==> config.mk <==
export PLATFORM = sky130hd
export DESIGN_NAME = lfu_table_oldest_tiebreak
export DESIGN_NICKNAME = d
export VERILOG_FILES = /design/src/rtl/lft_pkg.sv /design/src/rtl/lft_slot_ram.sv /design/src/rtl/lft_scan.sv /design/src/rtl/lfu_table_oldest_tiebreak.sv
export SDC_FILE = /design/constraint.sdc
export NUM_CORES = 1
export LEC_CHECK = 0
export BUFFER_PORTS_ARGS = -buffer_cell sky130_fd_sc_hd__buf_2
export CORE_MARGIN = 8
export CORE_UTILIZATION = 50
export CTS_BUF_LIST = sky130_fd_sc_hd__clkbuf_8
export CTS_CLUSTER_DIAMETER = 120
export DETAILED_ROUTE_END_ITERATION = 7
export PLACE_DENSITY_LB_ADDON = 0.05
export SETUP_SLACK_MARGIN = 0.02
export SLEW_MARGIN = 20
export SYNTH_ARGS = -nofsm -noshare
export SYNTH_HDL_FRONTEND = slang
export SYNTH_SLANG_ARGS = --single-unit
==> constraint.sdc <==
create_clock -name aclk -period 22.7 [get_ports aclk]
set_input_delay 0 -clock aclk [delete_from_list [all_inputs] [get_ports aclk]]
set_output_delay 0 -clock aclk [all_outputs]
set_load 0.01 [all_outputs]
==> src/rtl/lft_pkg.sv <==
// Shared types and constants for the LFU slot table with oldest-first tie-break.
// Used by lft_slot_ram, lft_scan and lfu_table_oldest_tiebreak; no dependencies.
`timescale 1ns / 1ps

package lft_pkg;

    localparam int MAX_SLOTS  = 16;
    localparam int SLOT_BITS  = (MAX_SLOTS > 1) ? $clog2(MAX_SLOTS) : 1;
    localparam int OCC_BITS   = $clog2(MAX_SLOTS + 1);
    localparam int KEY_BITS   = 8;
    localparam int COUNT_BITS = 16;
    localparam int TIME_BITS  = 32;
    localparam int CFG_BITS   = 5;

    // Result item layout in m_tdata
    localparam int OUT_BITS   = 1 + 4 + 1 + 8 + 16;
    localparam int OUT_TDATA  = ((OUT_BITS + 7) / 8) * 8;

    localparam logic [COUNT_BITS-1:0] COUNT_MAX = {COUNT_BITS{1'b1}};
    localparam logic [TIME_BITS-1:0]  TIME_MAX  = {TIME_BITS{1'b1}};

    // One table entry as held in the slot memory
    typedef struct packed {
        logic [TIME_BITS-1:0]  ins_time;
        logic [COUNT_BITS-1:0] count;
        logic [KEY_BITS-1:0]   key;
    } entry_t;

    // Outcome of one pass over all slots
    typedef struct packed {
        logic                  hit_found;
        logic [SLOT_BITS-1:0]  hit_slot;
        entry_t                hit_entry;
        logic                  free_found;
        logic [SLOT_BITS-1:0]  free_slot;
        logic                  best_found;
        logic [SLOT_BITS-1:0]  best_slot;
        logic [KEY_BITS-1:0]   best_key;
    } scan_res_t;

endpackage

==> src/rtl/lft_slot_ram.sv <==
// Slot memory: key, use count and insertion time per slot.
// One write port, one read port with registered read data. Uses lft_pkg.
`timescale 1ns / 1ps

module lft_slot_ram (
    input  logic                             aclk,
    input  logic                             wr_en,
    input  logic [lft_pkg::SLOT_BITS-1:0]    wr_addr,
    input  lft_pkg::entry_t                  wr_data,
    input  logic [lft_pkg::SLOT_BITS-1:0]    rd_addr,
    output lft_pkg::entry_t                  rd_data
);

    lft_pkg::entry_t mem [lft_pkg::MAX_SLOTS];

    always_ff @(posedge aclk) begin
        if (wr_en) begin
            mem[wr_addr] <= wr_data;
        end
        rd_data <= mem[rd_addr];
    end

endmodule

==> src/rtl/lft_scan.sv <==
// Scan unit: takes one slot entry per cycle and keeps the hit match, the lowest
// free slot and the best eviction candidate. Uses lft_pkg.
`timescale 1ns / 1ps

module lft_scan (
    input  logic                             aclk,
    input  logic                             aresetn,
    input  logic                             clear,
    input  logic                             ent_valid,
    input  logic [lft_pkg::SLOT_BITS-1:0]    ent_idx,
    input  logic                             ent_live,
    input  lft_pkg::entry_t                  ent,
    input  logic [lft_pkg::KEY_BITS-1:0]     req_key,
    output lft_pkg::scan_res_t               res
);

    logic                                 hit_found_reg;
    logic [lft_pkg::SLOT_BITS-1:0]        hit_slot_reg;
    lft_pkg::entry_t                      hit_entry_reg;
    logic                                 free_found_reg;
    logic [lft_pkg::SLOT_BITS-1:0]        free_slot_reg;
    logic                                 best_found_reg;
    logic [lft_pkg::SLOT_BITS-1:0]        best_slot_reg;
    lft_pkg::entry_t                      best_entry_reg;

    logic match;
    logic better;

    assign match = ent_live && (ent.key == req_key);

    // lower count first, then older insertion, then lower key
    always_comb begin
        if (ent.count != best_entry_reg.count) begin
            better = ent.count < best_entry_reg.count;
        end else if (ent.ins_time != best_entry_reg.ins_time) begin
            better = ent.ins_time < best_entry_reg.ins_time;
        end else begin
            better = ent.key < best_entry_reg.key;
        end
    end

    always_ff @(posedge aclk) begin
        if (!aresetn || clear) begin
            hit_found_reg  <= 1'b0;
            free_found_reg <= 1'b0;
            best_found_reg <= 1'b0;
        end else if (ent_valid) begin
            if (match && !hit_found_reg) begin
                hit_found_reg <= 1'b1;
            end
            if (!ent_live && !free_found_reg) begin
                free_found_reg <= 1'b1;
            end
            if (ent_live && (!best_found_reg || better)) begin
                best_found_reg <= 1'b1;
            end
        end
    end

    always_ff @(posedge aclk) begin
        if (ent_valid && !clear) begin
            if (match && !hit_found_reg) begin
                hit_slot_reg  <= ent_idx;
                hit_entry_reg <= ent;
            end
            if (!ent_live && !free_found_reg) begin
                free_slot_reg <= ent_idx;
            end
            if (ent_live && (!best_found_reg || better)) begin
                best_slot_reg  <= ent_idx;
                best_entry_reg <= ent;
            end
        end
    end

    always_comb begin
        res.hit_found  = hit_found_reg;
        res.hit_slot   = hit_slot_reg;
        res.hit_entry  = hit_entry_reg;
        res.free_found = free_found_reg;
        res.free_slot  = free_slot_reg;
        res.best_found = best_found_reg;
        res.best_slot  = best_slot_reg;
        res.best_key   = best_entry_reg.key;
    end

endmodule

==> src/rtl/lfu_table_oldest_tiebreak.sv <==
// LFU slot table with oldest-first tie-break: top level with control and result register.
// Instantiates lft_slot_ram and lft_scan; uses lft_pkg.
`timescale 1ns / 1ps

// Usage:
//   s_ channel: one request item per key (s_tdata[7:0] = req_key).
//   m_ channel: one result item per request, in request order.
//   cfg channel: writes active_slots (cfg_data); cfg_ready is always high.
//   Write it only while no request is in flight.
// Timing: a request is taken only while the block is idle. It then reads
//   all 16 slots from the slot memory, one read a cycle, compares each entry
//   in the scan unit, and writes the updated entry back in the final step.
//   The states run ST_SCAN, ST_LAST and then ST_FINISH, where the result
//   item is registered.
// The result sits in an output register; a new request is accepted while it
//   waits. If the receiver still holds off when the next scan finishes, the
//   block waits in its final step until the register frees.
// Reset (aresetn low, synchronous) empties the table, clears the item time
//   and occupancy, and sets active_slots to 16. No clearing pass is needed.
module lfu_table_oldest_tiebreak (
    input  logic                              aclk,
    input  logic                              aresetn,
    // configuration
    input  logic                              cfg_valid,
    output logic                              cfg_ready,
    input  logic [lft_pkg::CFG_BITS-1:0]      cfg_data,    // active_slots
    // requests
    input  logic                              s_tvalid,
    output logic                              s_tready,
    input  logic [7:0]                        s_tdata,     // [7:0] req_key
    // results
    output logic                              m_tvalid,
    input  logic                              m_tready,
    // [0] was_hit, [4:1] slot_used, [5] did_evict, [13:6] victim_key,
    // [29:14] use_count, rest zero
    output logic [lft_pkg::OUT_TDATA-1:0]     m_tdata
);

    typedef enum logic [3:0] {
        ST_IDLE   = 4'b0001,
        ST_SCAN   = 4'b0010,
        ST_LAST   = 4'b0100,
        ST_FINISH = 4'b1000
    } state_t;

    localparam logic [lft_pkg::SLOT_BITS-1:0] LAST_IDX =
        lft_pkg::SLOT_BITS'(lft_pkg::MAX_SLOTS - 1);
    localparam logic [lft_pkg::OCC_BITS-1:0] OCC_MAX =
        lft_pkg::OCC_BITS'(lft_pkg::MAX_SLOTS);

    state_t                              state_reg, state_next;
    logic [lft_pkg::SLOT_BITS-1:0]       idx_reg;
    logic                                rd_pend_reg;
    logic [lft_pkg::SLOT_BITS-1:0]       rd_idx_reg;
    logic [lft_pkg::KEY_BITS-1:0]        key_reg;
    logic [lft_pkg::MAX_SLOTS-1:0]       valid_reg;
    logic [lft_pkg::OCC_BITS-1:0]        occ_reg;
    logic [lft_pkg::TIME_BITS-1:0]       time_reg;
    logic [lft_pkg::CFG_BITS-1:0]        limit_cfg_reg;
    logic                                m_tvalid_reg;
    logic [lft_pkg::OUT_TDATA-1:0]       m_tdata_reg;

    lft_pkg::entry_t                     rd_data;
    lft_pkg::entry_t                     wr_data;
    lft_pkg::scan_res_t                  scan;

    logic                                s_fire;
    logic                                fin_fire;
    logic [lft_pkg::OCC_BITS-1:0]        limit;
    logic                                full;
    logic                                evict;
    logic [lft_pkg::SLOT_BITS-1:0]       slot;
    logic [lft_pkg::COUNT_BITS-1:0]      new_count;
    logic [lft_pkg::OCC_BITS-1:0]        occ_next;
    logic [7:0]                          victim_out;

    assign cfg_ready = 1'b1;
    assign s_tready  = (state_reg == ST_IDLE);
    assign s_fire    = s_tvalid && s_tready;
    assign fin_fire  = (state_reg == ST_FINISH) && (!m_tvalid_reg || m_tready);
    assign m_tvalid  = m_tvalid_reg;
    assign m_tdata   = m_tdata_reg;

    always_comb begin
        state_next = state_reg;
        unique case (state_reg)
            ST_IDLE: begin
                if (s_fire) begin
                    state_next = ST_SCAN;
                end
            end
            ST_SCAN: begin
                if (idx_reg == LAST_IDX) begin
                    state_next = ST_LAST;
                end
            end
            ST_LAST: begin
                state_next = ST_FINISH;
            end
            ST_FINISH: begin
                if (fin_fire) begin
                    state_next = ST_IDLE;
                end
            end
            default: begin
                state_next = ST_IDLE;
            end
        endcase
    end

    lft_slot_ram u_ram (
        .aclk    (aclk),
        .wr_en   (fin_fire),
        .wr_addr (slot),
        .wr_data (wr_data),
        .rd_addr (idx_reg),
        .rd_data (rd_data)
    );

    lft_scan u_scan (
        .aclk      (aclk),
        .aresetn   (aresetn),
        .clear     (s_fire),
        .ent_valid (rd_pend_reg),
        .ent_idx   (rd_idx_reg),
        .ent_live  (valid_reg[rd_idx_reg]),
        .ent       (rd_data),
        .req_key   (key_reg),
        .res       (scan)
    );

    // effective limit: 0 acts as 1, above the table size acts as the table size
    always_comb begin
        if (limit_cfg_reg == '0) begin
            limit = lft_pkg::OCC_BITS'(1);
        end else if (lft_pkg::OCC_BITS'(limit_cfg_reg) > OCC_MAX) begin
            limit = OCC_MAX;
        end else begin
            limit = lft_pkg::OCC_BITS'(limit_cfg_reg);
        end
    end

    assign full = occ_reg >= limit;

    // Write-back decision. The memory is written only in the final step and
    // read only during the scan, so accesses never overlap.
    always_comb begin
        evict      = 1'b0;
        victim_out = '0;
        occ_next   = occ_reg;
        new_count  = lft_pkg::COUNT_BITS'(1);
        wr_data.key      = key_reg;
        wr_data.count    = lft_pkg::COUNT_BITS'(1);
        wr_data.ins_time = time_reg;
        if (scan.hit_found) begin
            slot = scan.hit_slot;
            if (scan.hit_entry.count != lft_pkg::COUNT_MAX) begin
                new_count = scan.hit_entry.count + lft_pkg::COUNT_BITS'(1);
            end else begin
                new_count = scan.hit_entry.count;
            end
            wr_data.count    = new_count;
            wr_data.ins_time = scan.hit_entry.ins_time;
        end else if (full) begin
            if (scan.best_found) begin
                slot       = scan.best_slot;
                evict      = 1'b1;
                victim_out = 8'(scan.best_key);
            end else begin
                slot     = '0;
                occ_next = lft_pkg::OCC_BITS'(1);
            end
        end else begin
            slot     = scan.free_slot;
            occ_next = occ_reg + lft_pkg::OCC_BITS'(1);
        end
    end

    always_ff @(posedge aclk) begin
        if (!aresetn) begin
            state_reg     <= ST_IDLE;
            idx_reg       <= '0;
            rd_pend_reg   <= 1'b0;
            valid_reg     <= '0;
            occ_reg       <= '0;
            time_reg      <= '0;
            limit_cfg_reg <= lft_pkg::CFG_BITS'(16);
            m_tvalid_reg  <= 1'b0;
        end else begin
            state_reg   <= state_next;
            rd_pend_reg <= (state_reg == ST_SCAN);
            if (s_fire) begin
                idx_reg <= '0;
            end else if (state_reg == ST_SCAN) begin
                idx_reg <= idx_reg + lft_pkg::SLOT_BITS'(1);
            end
            if (cfg_valid) begin
                limit_cfg_reg <= cfg_data;
            end
            if (fin_fire) begin
                valid_reg[slot] <= 1'b1;
                occ_reg         <= occ_next;
                if (time_reg != lft_pkg::TIME_MAX) begin
                    time_reg <= time_reg + lft_pkg::TIME_BITS'(1);
                end
                m_tvalid_reg <= 1'b1;
            end else if (m_tready) begin
                m_tvalid_reg <= 1'b0;
            end
        end
    end

    always_ff @(posedge aclk) begin
        rd_idx_reg <= idx_reg;
        if (s_fire) begin
            key_reg <= s_tdata[lft_pkg::KEY_BITS-1:0];
        end
        if (fin_fire) begin
            m_tdata_reg <= lft_pkg::OUT_TDATA'({
                (scan.hit_found ? new_count : lft_pkg::COUNT_BITS'(1)),
                victim_out,
                evict,
                4'(slot),
                scan.hit_found
            });
        end
    end

`ifndef SYNTHESIS
    // occupancy tracks the number of filled slots exactly
    a_occ_matches_valid: assert property (@(posedge aclk) disable iff (!aresetn)
        occ_reg == lft_pkg::OCC_BITS'($countones(valid_reg)))
        else $error("occupancy out of step with slot valid bits");

    // the slot reported in a fresh result holds a live entry
    a_slot_live: assert property (@(posedge aclk) disable iff (!aresetn)
        fin_fire |=> valid_reg[m_tdata_reg[4:1]])
        else $error("reported slot is not valid");

    // an eviction only happens with every slot of the limit in use
    a_evict_full: assert property (@(posedge aclk) disable iff (!aresetn)
        (fin_fire && evict) |-> (occ_reg >= limit && !scan.hit_found))
        else $error("eviction without a full table");

    // a miss below the limit always finds a free slot
    a_free_found: assert property (@(posedge aclk) disable iff (!aresetn)
        (fin_fire && !scan.hit_found && !full) |-> scan.free_found)
        else $error("no free slot below the limit");
`endif

endmodule
==> qor.csv, run 1 <==
metric,value,unit
Die Y,317,um
core box area,89900,um^2
io pins,53,
via count,22300,
1st-iter DRT viols,2064,
Die Footprint,101000,um^2
power density cells,83.1,nW/um^2
Post-Syn Instances,2213,
nets,2533,
# clock sinks,1181,
GR Util met1,0.306,
critical path launch point,limit_cfg_reg[1],
"CTS clk-pin slew, worst paths",0.06,ns
CTS tree,built,
Synth cell types,69,
post-CTS sizing,0,
pre-CTS setup slack,18.14,ns
Fin Setup TNS,0,ns
hold path start,cfg_valid,
"Area growth, synth to finish",13.3,%
CP max stage cell,buf_4,
CP bufs+invs,2,
outcome,completed,
Initial Util,0.504,
top_reg_cell synth,edfxtp_1,
gr usage total,0.214,
asr flop ratio synth,0,
Top reg by flops,u_ram.mem,
"CP delay by family, top",compound AO/OA/AOI/OAI gates,
"Req. time, crit path",23.14,ns
Final Hold Viols,0,
Via density,5.88,
clock root buffer,clkbuf_8,
peak supply drop,0.0520,mV
synthesized area per cell,20.5,um^2
met2 Track Usage GR,0.333,
kind of critical path,reg2reg,
setup ws final,18.16,ns
worst flop-to-flop path startpoint,limit_cfg_reg[1],
Mapped Area,45300,um^2
GRT busiest layer,met2,
Total Wirelength,106000,um
Final Cycle Share,0.200,
LEAKAGE,0.0167,uW
vias in the first global route,23100,
Worst Path Max Fanout,39,
crit path time final,4.54,ns
largest net degree at the start of global routing,141,
met3 GRT Util,0.0483,
Post-synth EDFFs,1050,
"FF+latch count, synth",1181,
wire length per cell,28.0,um
RSZ-0062 raised after global routing,false,
relative slew slack,0.240,
post-route ant nets,0,
synth warn,0,
Clock Latency Late Sink,0.84,ns
sequential element share of the synthesized area,0.754,
CP Launch Type,register,
I/O Buffers,49,
CTS HTree Levels,4,
Slew @ Worst Pin,1.14,ns
Initial DRT Pass Iterations,7,
initial antenna violation count,7,
Post-DP HPWL,59900,um
Largest register FFs,896,
Slew Limit Fails,0,
Setup Skew,0.0439,ns
GP Congestion,0.791,
first-pass GRT wire length,155000,um
Worst setup EP type,register,
share of cells above drive strength 1,0.275,
row cnt,110,
crit-path max cell delay,0.73,ns
gr ovfl total,0,
fmax,220,MHz
WP data arrival,4.97,ns
max-capacitance violation count,0,
DRC Markers,0,
clk buf depth,3,
setup violators final,0,
die width,317,um
CTS Buf Count,188,
Worst Hold Class,in2reg,
hold_ws,0.109,ns
"Critical Path, Cell by Cell",nor3_1 -> nor2_1 -> nor2_1 -> ha_1 -> nor2b_1 -> o211ai_1 -> a32oi_1 -> o211ai_1 -> nor4_2 -> buf_4 -> buf_4,
==> logic make-up (layout without fill, tap and decap cells) <==
kind of cell	after synthesis	count (layout)	share of synthesized area
adder cells (fa/ha/maj)	64	64	0.0177
multiplexers	322	322	0.151
buffers and inverters	159	562	0.0141
AO/OA/AOI/OAI	140	140	0.0199
AND/OR/NAND/NOR	303	303	0.0358
XOR/XNOR	42	42	0.00812
other	2	6	0.000166
flip-flops	1181	1181	0.754
==> placed cells by master (no fill, tap or decap), drive strengths merged, types with 10 or more instances in the layout <==
| master | n |
|---|---|
| nor4 | 15 |
| nor3 | 16 |
| xnor2 | 23 |
| nand4 | 28 |
| buf | 100 |
| mux2 | 32 |
| dlygate4sd3 | 37 |
| o21ai | 32 |
| nand2 | 62 |
| dfxtp | 131 |
| a21oi | 43 |
| nor4b | 10 |
| o21a | 11 |
| xor2 | 19 |
| and3 | 18 |
| nor2 | 82 |
| ha | 64 |
| edfxtp | 1050 |
| o211ai | 10 |
| clkinv | 58 |
| mux4 | 285 |
| nand3 | 22 |
| clkbuf | 215 |
| inv | 142 |
==> metrics by stage <==
step | total power [uW] | instance area (um^2) | util | cells
2_1_floorplan | 2500 | 45300 | - | 2214
3_3_place_gp | 2540 | 47200 | 0.525 | 3397
6_report | 4270 | 51400 | 0.572 | 3796
3_5_place_dp | 2550 | 47200 | 0.525 | 3398
4_1_cts | 4320 | 51300 | 0.571 | 3791
5_1_grt | 4420 | 51400 | 0.572 | 3795
==> layer usage <==
| metal | up-vias | routed length [um] |
|---|---|---|
| met5 | - | 0 |
| met4 | 0 | 2260 |
| met3 | 161 | 7090 |
| met2 | 751 | 50500 |
| met1 | 11800 | 46700 |
| li1 | 9599 | - |
==> power breakdown <==
group | internal [uW] | switching (uW)
sequential | 2370 | 23.9
clock | 935 | 829
combinational | 55.4 | 59.4
==> tightest hold or removal path: stages <==
cell           delay, ns
buf_2               0.18
o211ai_1            0.10
dlygate4sd3_1       0.57
==> layout make-up <==
cell class	instances	area, um^2
well taps	1176	1470
flip-flops and latches	1181	34200
clock inverters	142	788
multi-input cells	874	10700
diodes	3	7.51
clock buffers	214	2950
repair buffers	138	1040
inverters	68	255
fillers	6795	38500
==> repair_timing <==
item,in CTS,in global routing
hold endpoints to repair,59,0
endpoints found under the setup margin,0,0
hold buffers,37,0
setup buffers,0,0
==> cells in the mapped netlist (7+ instances only) <==
| master | count | area, um^2 |
|---|---|---|
| o21ai_0 | 31 | 155 |
| o211ai_1 | 10 | 75.1 |
| mux4_2 | 285 | 6420 |
| xnor2_1 | 23 | 201 |
| ha_1 | 64 | 801 |
| nor3_1 | 16 | 80.1 |
| inv_1 | 65 | 244 |
| nor4b_1 | 9 | 78.8 |
| xor2_1 | 19 | 166 |
| edfxtp_1 | 1050 | 31500 |
| nor2b_1 | 9 | 56.3 |
| nor4_1 | 12 | 75.1 |
| clkbuf_1 | 55 | 206 |
| nand3_1 | 22 | 110 |
| or3_1 | 8 | 50.1 |
| buf_1 | 14 | 52.6 |
| dfxtp_1 | 131 | 2620 |
| buf_2 | 18 | 90.1 |
| and2_1 | 7 | 43.8 |
| mux2_2 | 32 | 360 |
| nand2_1 | 62 | 233 |
| nand4_1 | 27 | 169 |
| nor2_1 | 82 | 308 |
| o21a_1 | 11 | 82.6 |
| a21oi_1 | 42 | 210 |
| and3_1 | 16 | 100 |
==> path summary, 6_finish.rpt <==
path / endpoint / slack [ns] / cells after the start
setup reg to reg: u_ram.mem[10][51] / 18.16 / 11
hold / removal: limit_cfg_reg[4] / 0.11 / 3
hold reg to reg: valid_reg[13] / 0.45 / 2
setup / recovery: u_ram.mem[10][51] / 18.16 / 11
(Power assumes the default switching activity.)
==> run 2, diff against run 1 <==
==> constraint.sdc (replaced) <==
create_clock -name aclk -period 4.5 [get_ports aclk]
set_input_delay 0 -clock aclk [delete_from_list [all_inputs] [get_ports aclk]]
set_output_delay 0 -clock aclk [all_outputs]
set_load 0.01 [all_outputs]
==> run 2 against run 1 <==
  * Design area increased by 1.2%
  * Clock skew decreased by 0.0021 ns
  * Sequential power increased to 5.1 times the previous value
  * Core utilization increased by 0.71 points
  * Power increased to 5.0 times the previous value
  * Register-to-register slack got worse by 18 ns
  * Largest power group unchanged
  * Hold slack got worse by 0.0073 ns
==> qor.csv, run 2 (same netlist as run 1, synthesis figures left out) <==
metric,value,unit,change
met2 Track Usage GR,0.327,,-0.00630
WP data arrival,4.56,ns,-0.41 ns
DP Cell Count,3434,,+1.1%
die width,317,um,unchanged
initial antenna violation count,6,,-1
peak supply drop,0.269,mV,+420%
Worst R2R Path Depth,11,,unchanged
CP Launch Type,register,,
Die Y,317,um,unchanged
kind of critical path,reg2reg,,
outcome,completed,,
CP max stage cell,o21a_1,,
Total Wirelength,106000,um,-0.44%
Clock Latency Late Sink,0.85,ns,about the same
setup violators final,0,,unchanged
worst reg2reg endpoint,u_ram.mem[5][3],,
GP Congestion,0.777,,-1.7%
via count,22500,,+1.0%
Top reg by flops,u_ram.mem,,
GR Util met1,0.311,,+0.00556
Fin Setup TNS,0,ns,unchanged
RSZ-0062 raised after global routing,false,,
post-CTS sizing,0,,unchanged
fmax,246,MHz,+12%
CP bufs+invs,1,,-1
share of cells above drive strength 1,0.284,,+0.00870
CTS HTree Levels,4,,unchanged
Initial DRT Pass Iterations,7,,unchanged
Worst Hold Class,in2reg,,
vias in the first global route,23300,,+0.76%
Worst Path Max Fanout,14,,-64%
io pins,53,,unchanged
row cnt,110,,unchanged
CTS tree,built,,
post-route ant nets,0,,unchanged
"CP delay by family, top",simple AND/OR/NAND/NOR gates,,
largest net degree at the start of global routing,124,,-12%
"Critical Path, Cell by Cell",nor3_1 -> nor2_1 -> nor2_1 -> ha_1 -> nor2b_1 -> o211ai_1 -> a32oi_1 -> o21a_1 -> nand3_1 -> nor2_4 -> buf_4,,
Final Cycle Share,0.902,,+0.703
I/O Buffers,49,,unchanged
"CTS clk-pin slew, worst paths",0.06,ns,about the same
max-capacitance violation count,0,,unchanged
LEAKAGE,0.0170,uW,+1.5%
"Area growth, synth to finish",14.8,%,
power density cells,411,nW/um^2,+390%
DRC Markers,0,,unchanged
clock root buffer,clkbuf_8,,
core box area,89900,um^2,unchanged
1st-iter DRT viols,2031,,-1.6%
gr ovfl total,0,,unchanged
CTS Buf Count,189,,+0.53%
"Req. time, crit path",5.00,ns,-18.14 ns
Largest register FFs,896,,unchanged
worst flop-to-flop path startpoint,limit_cfg_reg[1],,
most common library cell in the layout ignoring fill and taps,edfxtp_1,,
hold_ws,0.102,ns,-0.00726 ns
clk buf depth,3,,unchanged
met3 GRT Util,0.0527,,+0.00442
most frequent cells in the layout,"edfxtp_1, mux4_2, clkbuf_8",,
Initial Util,0.504,,unchanged
relative slew slack,0.233,,-0.00683
"most used cell, CP",nor2_1,,
GRT busiest layer,met2,,
crit-path max cell delay,0.54,ns,-0.19 ns
nets,2575,,+1.7%
R2R setup slack,0.44,ns,-17.73 ns
Slew Limit Fails,0,,unchanged
Die Footprint,101000,um^2,unchanged
setup ws final,0.439,ns,-17.73 ns
Worst setup EP type,register,,
# clock sinks,1181,,unchanged
first-pass GRT wire length,156000,um,+0.29%
Slew @ Worst Pin,1.15,ns,+0.00602 ns
Final Hold Viols,0,,unchanged
Post-DP HPWL,62800,um,+5.0%
Hold EP,state_reg[1],,
Setup Skew,0.0419,ns,-0.00205 ns
wire length per cell,27.7,um,-1.2%
Final Non-Filler Cells,3825,,+0.76%
filler instances,6701,,-1.4%
WHS Path Cells,4,,+1
Via density,5.89,,+0.26%
hold path start,s_tvalid,,
gr usage total,0.214,,-0.000394
pre-CTS setup slack,0.426,ns,-17.71 ns
crit path time final,4.06,ns,-0.475 ns
[run 2: changes by cell type in the layout (fill, tap and decap cells not counted), moves of 5 or more]
cell,delta
bufinv_16,-5
buf_4,+7
clkbuf_8,+6
buf_12,+30
dlygate4sd3_1,+5
inv_1,-8
clkinv_2,-7
[run 2: layer usage]
metal / vias to the layer above / part of all wire / wire [um]
li1: 9690 / - / -
met1: 11900 / 0.45 / 47200
met2: 771 / 0.46 / 49200
met3: 144 / 0.074 / 7820
met4: 0 / 0.017 / 1780
met5: - / 0 / 0
[run 2: report_power, final]
group	switching (uW)	internal (uW)	total, uW	leakage [uW]
Clock	4180	4530	8710	0.00212
Combinational	310	302	612	0.00417
Sequential	131	11900	12100	0.0107
[run 2: final cells by class]
| cell class | instances | area, um^2 | area share |
|---|---|---|---|
| antenna | 3 | 7.51 | 0.000144 |
| clock buffer | 220 | 3030 | 0.0582 |
| clock inverter | 124 | 618 | 0.0119 |
| inverter | 68 | 255 | 0.00491 |
| multi-input combinational | 874 | 10700 | 0.207 |
| sequential | 1181 | 34200 | 0.657 |
| tap | 1176 | 1470 | 0.0283 |
| timing repair buffer | 179 | 1710 | 0.0329 |
[run 2: worst max path at each step]
stage                      from              end  slack (ns)  depth (start not counted)
2_1_floorplan  limit_cfg_reg[1]  u_ram.mem[2][0]       -0.99                         10
3_3_place_gp   limit_cfg_reg[1]  u_ram.mem[5][5]        0.45                         11
3_5_place_dp   limit_cfg_reg[1]  u_ram.mem[5][0]        0.43                         11
4_1_cts        limit_cfg_reg[1]  u_ram.mem[5][3]        0.41                         11
5_1_grt        limit_cfg_reg[1]  u_ram.mem[5][0]        0.17                         11
6_report       limit_cfg_reg[1]  u_ram.mem[5][3]        0.44                         11
[run 2: metrics by stage]
| step | area [um^2] | utilization | power (uW) |
|---|---|---|---|
| final | 52000 | 0.579 | 21400 |
| after global routing | 52000 | 0.579 | 22100 |
| after CTS | 52000 | 0.578 | 21600 |
| after detailed placement | 47900 | 0.533 | 12900 |
| after global placement | 47900 | 0.533 | 12900 |
| after floorplan | 45400 | - | 12600 |
[run 2: tightest hold or removal path: cells and delay by family]
| kind | cells | cell delay, ns |
|---|---|---|
| AO/OA/AOI/OAI | 1 | 0.15 |
| AND/OR/NAND/NOR | 1 | 0.12 |
| buffers and inverters | 2 | 0.62 |
[run 2: what timing repair did]
item                      in CTS  in global routing
hold endpoints to repair      89                  0
hold buffers                  42                  0
buffers inserted               0                  0
